===== src/sv/atbd_pkg.sv =====
`default_nettype none
package atbd_pkg;

   localparam int unsigned SAMPLE_W  = 16;
   localparam int unsigned TIME_W    = 32;
   localparam int unsigned CSR_IDX_W = 3;
   localparam int unsigned CSR_DAT_W = 32;
   localparam int unsigned REQ_DAT_W = 48;
   localparam int unsigned RSP_DAT_W = 56;

   localparam logic [TIME_W-1:0] BOOT_DELAY_MS_DEF = 32'd1000;

   localparam logic [SAMPLE_W-1:0] MIN_RESET  = 16'hFFFF;
   localparam logic [SAMPLE_W-1:0] MAX_RESET  = 16'h0000;
   localparam logic [SAMPLE_W-1:0] SENS_RESET = 16'h8000;

   typedef enum logic [CSR_IDX_W-1:0] {
      CSR_AUTO_MODE    = 3'd0,
      CSR_MANUAL_THR   = 3'd1,
      CSR_SENSITIVITY  = 3'd2,
      CSR_MIN_RANGE    = 3'd3,
      CSR_TIMEOUT      = 3'd4,
      CSR_POLARITY     = 3'd5
   } csr_index_type;

   typedef struct packed {
      logic                auto_mode;
      logic [SAMPLE_W-1:0] manual_threshold;
      logic [SAMPLE_W-1:0] sensitivity_q16;
      logic [SAMPLE_W-1:0] minimum_range;
      logic                blocked_when_high;
   } decide_cfg_type;

   typedef struct packed {
      logic                cur;
      logic [SAMPLE_W-1:0] threshold;
   } decide_res_type;

endpackage
`default_nettype wire


===== src/sv/atbd_decide.sv =====
`default_nettype none
module atbd_decide (
   input  wire atbd_pkg::decide_cfg_type       cfg,
   input  wire logic [atbd_pkg::SAMPLE_W-1:0]  sample,
   input  wire logic [atbd_pkg::SAMPLE_W-1:0]  tracked_min,
   input  wire logic [atbd_pkg::SAMPLE_W-1:0]  tracked_max,
   output atbd_pkg::decide_res_type            res
);

   logic [atbd_pkg::SAMPLE_W-1:0]   range;
   logic [2*atbd_pkg::SAMPLE_W-1:0] product;
   logic [atbd_pkg::SAMPLE_W-1:0]   thr;
   logic                            range_ok;
   logic                            above;

   always_comb begin
      range    = tracked_max - tracked_min;
      product  = range * cfg.sensitivity_q16;
      if (cfg.auto_mode) begin
         thr = tracked_min + product[2*atbd_pkg::SAMPLE_W-1:atbd_pkg::SAMPLE_W];
      end else begin
         thr = cfg.manual_threshold;
      end
      range_ok = (range >= cfg.minimum_range) || !cfg.auto_mode;
      above    = sample >= thr;
      res.cur       = range_ok & (above ^ ~cfg.blocked_when_high);
      res.threshold = thr;
   end

endmodule
`default_nettype wire


===== src/sv/adaptive_threshold_beam_detector_top.sv =====
// Channel  | Ports     | tdata fields, lowest bit up
// req      | req_t*    | sample[15:0], now_ms[47:16]
// rsp      | rsp_t*    | blocked[0], changed[1], tracked_min[17:2], tracked_max[33:18],
//          |           | threshold_used[49:34], zero[55:50]
// csr      | csr_*     | index 0..5, write data 32 bits
// One transaction per cycle while rsp is ready; req passes stage 1, then the output register.
// Stage 1 updates min/max and their deadlines on accept; stage 2 forms the
// threshold (multiply and add in auto mode) and the decision into the output register.
// Synchronous reset restores config, tracking state and valid flags; no clearing pass.
// A stalled rsp holds both stages; req_tready drops only when both are full.
`default_nettype none
module adaptive_threshold_beam_detector_top #(
   parameter logic [atbd_pkg::TIME_W-1:0] BOOT_DELAY_MS = atbd_pkg::BOOT_DELAY_MS_DEF
) (
   input  wire logic                              clock,
   input  wire logic                              reset,
   input  wire logic                              req_tvalid,
   output logic                                   req_tready,
   input  wire logic [atbd_pkg::REQ_DAT_W-1:0]    req_tdata,  // sample, now_ms
   output logic                                   rsp_tvalid,
   input  wire logic                              rsp_tready,
   output logic [atbd_pkg::RSP_DAT_W-1:0]         rsp_tdata,  // blocked, changed, min, max, thr
   input  wire logic                              csr_we,
   input  wire logic [atbd_pkg::CSR_IDX_W-1:0]    csr_index,
   input  wire logic [atbd_pkg::CSR_DAT_W-1:0]    csr_wdata
);

   localparam int unsigned SW = atbd_pkg::SAMPLE_W;
   localparam int unsigned TW = atbd_pkg::TIME_W;

   atbd_pkg::decide_cfg_type cfg_ff;
   logic [TW-1:0]            timeout_ff;

   logic [SW-1:0] run_min_ff, run_min_in;
   logic [SW-1:0] run_max_ff, run_max_in;
   logic [TW-1:0] min_dl_ff, min_dl_in;
   logic [TW-1:0] max_dl_ff, max_dl_in;
   logic          beam_ff;

   logic          s1_valid_ff;
   logic [SW-1:0] s1_sample_ff;
   logic [SW-1:0] s1_min_ff;
   logic [SW-1:0] s1_max_ff;

   logic          out_valid_ff;
   logic [atbd_pkg::RSP_DAT_W-1:0] out_data_ff;

   logic [SW-1:0] in_sample;
   logic [TW-1:0] in_now;
   logic [TW-1:0] new_dl;
   logic          timeout_on;
   logic          take_min;
   logic          take_max;
   logic          advance;
   logic          accept;
   atbd_pkg::decide_res_type dec;

   assign in_sample = req_tdata[SW-1:0];
   assign in_now    = req_tdata[SW+TW-1:SW];

   assign advance    = !out_valid_ff || rsp_tready;
   assign req_tready = !s1_valid_ff || advance;
   assign accept     = req_tvalid && req_tready;

   always_comb begin
      timeout_on = timeout_ff != '0;
      new_dl     = in_now + timeout_ff;
      take_min   = (in_sample <= run_min_ff) || (timeout_on && (in_now > min_dl_ff));
      take_max   = (in_sample >= run_max_ff) || (timeout_on && (in_now > max_dl_ff));
      run_min_in = take_min ? in_sample : run_min_ff;
      min_dl_in  = take_min ? new_dl    : min_dl_ff;
      run_max_in = take_max ? in_sample : run_max_ff;
      max_dl_in  = take_max ? new_dl    : max_dl_ff;
   end

   atbd_decide u_decide (
      .cfg         (cfg_ff),
      .sample      (s1_sample_ff),
      .tracked_min (s1_min_ff),
      .tracked_max (s1_max_ff),
      .res         (dec)
   );

   always_ff @(posedge clock) begin
      if (reset) begin
         cfg_ff.auto_mode         <= 1'b1;
         cfg_ff.manual_threshold  <= '0;
         cfg_ff.sensitivity_q16   <= atbd_pkg::SENS_RESET;
         cfg_ff.minimum_range     <= '0;
         cfg_ff.blocked_when_high <= 1'b1;
         timeout_ff               <= '0;
      end else if (csr_we) begin
         case (csr_index)
            atbd_pkg::CSR_AUTO_MODE:   cfg_ff.auto_mode         <= csr_wdata[0];
            atbd_pkg::CSR_MANUAL_THR:  cfg_ff.manual_threshold  <= csr_wdata[SW-1:0];
            atbd_pkg::CSR_SENSITIVITY: cfg_ff.sensitivity_q16   <= csr_wdata[SW-1:0];
            atbd_pkg::CSR_MIN_RANGE:   cfg_ff.minimum_range     <= csr_wdata[SW-1:0];
            atbd_pkg::CSR_TIMEOUT:     timeout_ff               <= csr_wdata[TW-1:0];
            atbd_pkg::CSR_POLARITY:    cfg_ff.blocked_when_high <= csr_wdata[0];
            default: ;
         endcase
      end
   end

   always_ff @(posedge clock) begin
      if (reset) begin
         run_min_ff   <= atbd_pkg::MIN_RESET;
         run_max_ff   <= atbd_pkg::MAX_RESET;
         min_dl_ff    <= BOOT_DELAY_MS;
         max_dl_ff    <= BOOT_DELAY_MS;
         beam_ff      <= 1'b0;
         s1_valid_ff  <= 1'b0;
         out_valid_ff <= 1'b0;
      end else begin
         if (accept) begin
            run_min_ff <= run_min_in;
            run_max_ff <= run_max_in;
            min_dl_ff  <= min_dl_in;
            max_dl_ff  <= max_dl_in;
         end
         if (advance) begin
            s1_valid_ff  <= accept;
            out_valid_ff <= s1_valid_ff;
            if (s1_valid_ff) begin
               beam_ff <= dec.cur;
            end
         end else if (accept) begin
            s1_valid_ff <= 1'b1;
         end
      end
   end

   always_ff @(posedge clock) begin
      if (accept) begin
         s1_sample_ff <= in_sample;
         s1_min_ff    <= run_min_in;
         s1_max_ff    <= run_max_in;
      end
      if (advance && s1_valid_ff) begin
         out_data_ff <= {6'b0, dec.threshold, s1_max_ff, s1_min_ff,
                         dec.cur ^ beam_ff, dec.cur};
      end
   end

   assign rsp_tvalid = out_valid_ff;
   assign rsp_tdata  = out_data_ff;

endmodule
`default_nettype wire


===== config.mk =====
export PLATFORM = sky130hd
export DESIGN_NAME = adaptive_threshold_beam_detector_top
export DESIGN_NICKNAME = d
export VERILOG_FILES = /design/src/sv/atbd_pkg.sv /design/src/sv/atbd_decide.sv /design/src/sv/adaptive_threshold_beam_detector_top.sv
export SDC_FILE = /design/constraint.sdc
export NUM_CORES = 1
export LEC_CHECK = 0
export BUFFER_PORTS_ARGS = -buffer_cell sky130_fd_sc_hd__buf_2
export CAP_MARGIN = 25
export CORE_MARGIN = 2
export CORE_UTILIZATION = 39
export DETAILED_ROUTE_END_ITERATION = 7
export GPL_ROUTABILITY_DRIVEN = 0
export PLACE_DENSITY = 0.55
export SKIP_LAST_GASP = 1
export SLEW_MARGIN = 20
export SYNTH_ARGS = -nofsm -noshare
export SYNTH_HDL_FRONTEND = slang
export SYNTH_HIERARCHICAL = 1
export SYNTH_SLANG_ARGS = --single-unit

===== constraint.sdc =====
create_clock -name clock -period 25.4 [get_ports clock]
set_input_delay 3.81 -clock clock [delete_from_list [all_inputs] [get_ports clock]]
set_output_delay 3.81 -clock clock [all_outputs]
set_load 0.005 [all_outputs]

==> reports/results.md <==
• finished clean — run status
• 30 — number of buffers added by the clock tree synthesis step
• 110 mm — global-route wire length before repair
• 0.56 ns — delay of the slowest critical-path stage
• 0.0160 sq mm — multi-input logic area
• 0 — hold buffer count at CTS
• 0.0244 sq mm — area of the mapped netlist
• 19.4k — number of vias after detailed routing
• 0.0618 sq mm — Placeable Area
• sky130_fd_sc_hd__clkbuf_16 — Root Buffer Master
• register to register — type of the worst setup path
• s1_max_ff[0] — beginning of the worst hold path
• 139 — number of buffers added on ports
• 0 — DRC viols
• 0 — remaining antenna violation count
• 0.0647 sq mm — area enclosed by the die boundary
• 19.0 um — wire length per cell
• 6 — antenna violations before repair
• 3 — Max Buffers Root-to-Sink
• 26.9% — sequential area share after synthesis
• 91 — Core Rows
• 407 x sky130_fd_sc_hd__nand2_1, 394 x sky130_fd_sc_hd__inv_1, 294 x sky130_fd_sc_hd__ha_1, 196 x sky130_fd_sc_hd__fa_1, 185 x sky130_fd_sc_hd__a21oi_1 — most used cells in the layout excluding fill and tap cells
• 53.8 mm — DPL Wire Length
• s1_min_ff[0] — Critical Path Start
• 92 — maximum number of pins on one net before global-route repair
• 0.434 ns — smallest hold slack
• 0 — setup repair bufs after CTS
• 0% — Synth async-reset ratio
• 5 — drt pass-1 iters
• 70.3 mm — Post-Route WL
• 0.00657 sq mm — sequential standard cell area
• 279 — total of flip-flops plus latches after synthesis
• s1_min_ff[0] — startpoint of the worst-slack reg-to-reg timing path
• sky130_fd_sc_hd__nand2_1 — most common library cell in the layout ignoring fill and taps
• yes — TritonCTS clock tree
• 1 — # H-tree levels
• 0 — max-cap violation count
• 0.0322 ns — maximum clock skew at final layout
• adder cells — CP delay by family, top
• 0 — number of pins with negative max-slew slack in the final report
• 8.92 sq um — Post-Syn Area per Cell
• 0 — total count of hold-check failures in the final report
• sky130_fd_sc_hd__dfxtp_1 — Most used DFF post-synth
• 1228 — first-iteration detailed-routing DRC count
• 0 — final global-route overflow total
• 81.4 MHz — maximum clock frequency
• 48.4% — Final Cycle Share
• 3411 — Final Net Count
• 9.63% — fraction of final layout cells sized beyond drive strength 1
• 2010 uW — power consumption
• 5.23 — Vias/cell
• 0.58 ns — worst-skew pair later-pin latency
• 94 — count of cell types in the netlist
• 254 um — die boundary height
• sky130_fd_sc_hd__or3_1 — Worst path slowest cell
• 25.68 ns — data required time of the critical path
• 19.6k — via count of the first global-routing pass
• 3 — count of buffering cells on the critical path with inverters included
• 2740 — cells after synthesis
• register to register — Hold/Removal Path Class
• 12.29 ns — clock period minus final worst setup slack
• 146 — number of ports placed on the die boundary
• 6 — number of warning messages in the yosys log
• register — sort of element at the start of the critical path
• 6051 — Filler Cells Inserted
• false — unrepaired setup endpoints after global routing
• sky130_fd_sc_hd__fa_1 — cell repeated most along the worst path
• 279 — CTS Sinks
• 17 — critical-path maximum fanout
• 98 — Post-synth EDFFs
• 0.0124 uW — Lkg Pwr
• 1.01 ns — Tightest Pin Transition
• 0.06 ns — clock-pin slew reported for the worst setup and hold paths after clock tree synthesis
• 22.0% — global router's overall resource usage
• 43.6% — utilization after layout
• 74.6 mW/mm^2 — ratio of total power to cell area
• 254 um — Die Width
• 10.2% — area delta synth->final
• 12.56 ns — data arrival time of the critical path
• 0 — # setup viols final
• 0 ns — setup_tns
• 32.7% — normalized max-slew margin
• 0 — count of instances resized after the clock tree is built
• 39.5% — Starting Density
• register — type of element capturing the critical path
• 0.0608 mV — Worst VDD drop
state kept, by name (all words and copies together), names as in the netlist:
signal        flops
beam_ff           1
cfg_ff           50
max_dl_ff        32
min_dl_ff        32
rsp_tdata        50
rsp_tvalid        1
run_max_ff       16
run_min_ff       16
s1_max_ff        16
s1_min_ff        16
s1_sample_ff     16
s1_valid_ff       1
timeout_ff       32
cells in the mapped netlist, types with 13 or more instances:
cell	instances	area share, %
sky130_fd_sc_hd__a211oi_1	23	0.71
sky130_fd_sc_hd__a21o_1	56	1.7
sky130_fd_sc_hd__a21oi_1	185	3.8
sky130_fd_sc_hd__and2_1	67	1.7
sky130_fd_sc_hd__clkbuf_1	87	1.3
sky130_fd_sc_hd__dfxtp_1	181	15
sky130_fd_sc_hd__edfxtp_1	98	12
sky130_fd_sc_hd__fa_1	196	16
sky130_fd_sc_hd__ha_1	294	15
sky130_fd_sc_hd__inv_1	395	6.1
sky130_fd_sc_hd__mux2_2	24	1.1
sky130_fd_sc_hd__mux2i_1	45	1.8
sky130_fd_sc_hd__nand2_1	407	6.3
sky130_fd_sc_hd__nand2b_1	15	0.38
sky130_fd_sc_hd__nand3_1	51	1.0
sky130_fd_sc_hd__nand4_1	28	0.72
sky130_fd_sc_hd__nor2_1	133	2.0
sky130_fd_sc_hd__nor2b_1	34	0.87
sky130_fd_sc_hd__nor3_1	21	0.43
sky130_fd_sc_hd__nor4_1	15	0.38
sky130_fd_sc_hd__o211ai_1	26	0.80
sky130_fd_sc_hd__o21a_1	19	0.58
sky130_fd_sc_hd__o21ai_0	87	1.8
sky130_fd_sc_hd__or3_1	13	0.33
sky130_fd_sc_hd__xnor2_1	34	1.2
sky130_fd_sc_hd__xor2_1	20	0.72
stage by stage:
stage | instance area [sq um] | cells | setup slack [ns]
2_1_floorplan | 24500 | 2745 | 14.29
3_3_place_gp | 26000 | 3636 | 13.29
3_5_place_dp | 26000 | 3637 | 13.13
4_1_cts | 26900 | 3693 | 13.09
5_1_grt | 26900 | 3695 | 12.32
6_report | 26900 | 3698 | 13.11
power breakdown:
part           internal [uW]  switching, uW  total [uW]
combinational            404            618        1020
sequential               530           31.0         561
clock                    233            192         425
total                   1170            841        2010
layout make-up:
type / count / area share (%)
Clock buffer: 34 / 2.92
Inverter: 396 / 5.52
Multi-Input combinational cell: 1961 / 59.4
Sequential cell: 279 / 24.4
Antenna cell: 4 / 0.0372
Tap cell: 837 / 3.89
Timing Repair Buffer: 165 / 3.33
Clock inverter: 22 / 0.562
path summary, 6_finish.rpt:
path | end | slack (ns) | cells after the start
worst max-delay path | rsp_tdata[1] | 13.11 | 46
worst min-delay path | rsp_tdata[18] | 0.43 | 0
worst max register to register | rsp_tdata[1] | 13.11 | 46
worst min register to register | rsp_tdata[18] | 0.43 | 0
routing by layer:
| metal | up-vias | global-route usage [%] | share of wire [%] |
|---|---|---|---|
| met5 | - | 0 | 0.031 |
| met4 | 4 | 7.58 | 3.6 |
| met3 | 123 | 2.77 | 4.7 |
| met2 | 480 | 37.0 | 47 |
| met1 | 9414 | 29.1 | 45 |
| li1 | 9335 | - | - |
kinds of logic after synthesis:
group | synth area share [%]
AND/OR/NAND/NOR | 15.8
flip-flops | 26.9
AO/OA/AOI/OAI | 13.2
XOR/XNOR | 2.00
adder cells (fa/ha/maj) | 31.1
buffers and inverters | 7.98
multiplexers | 2.95
other | 0.0153
(Power assumes the default switching activity.)
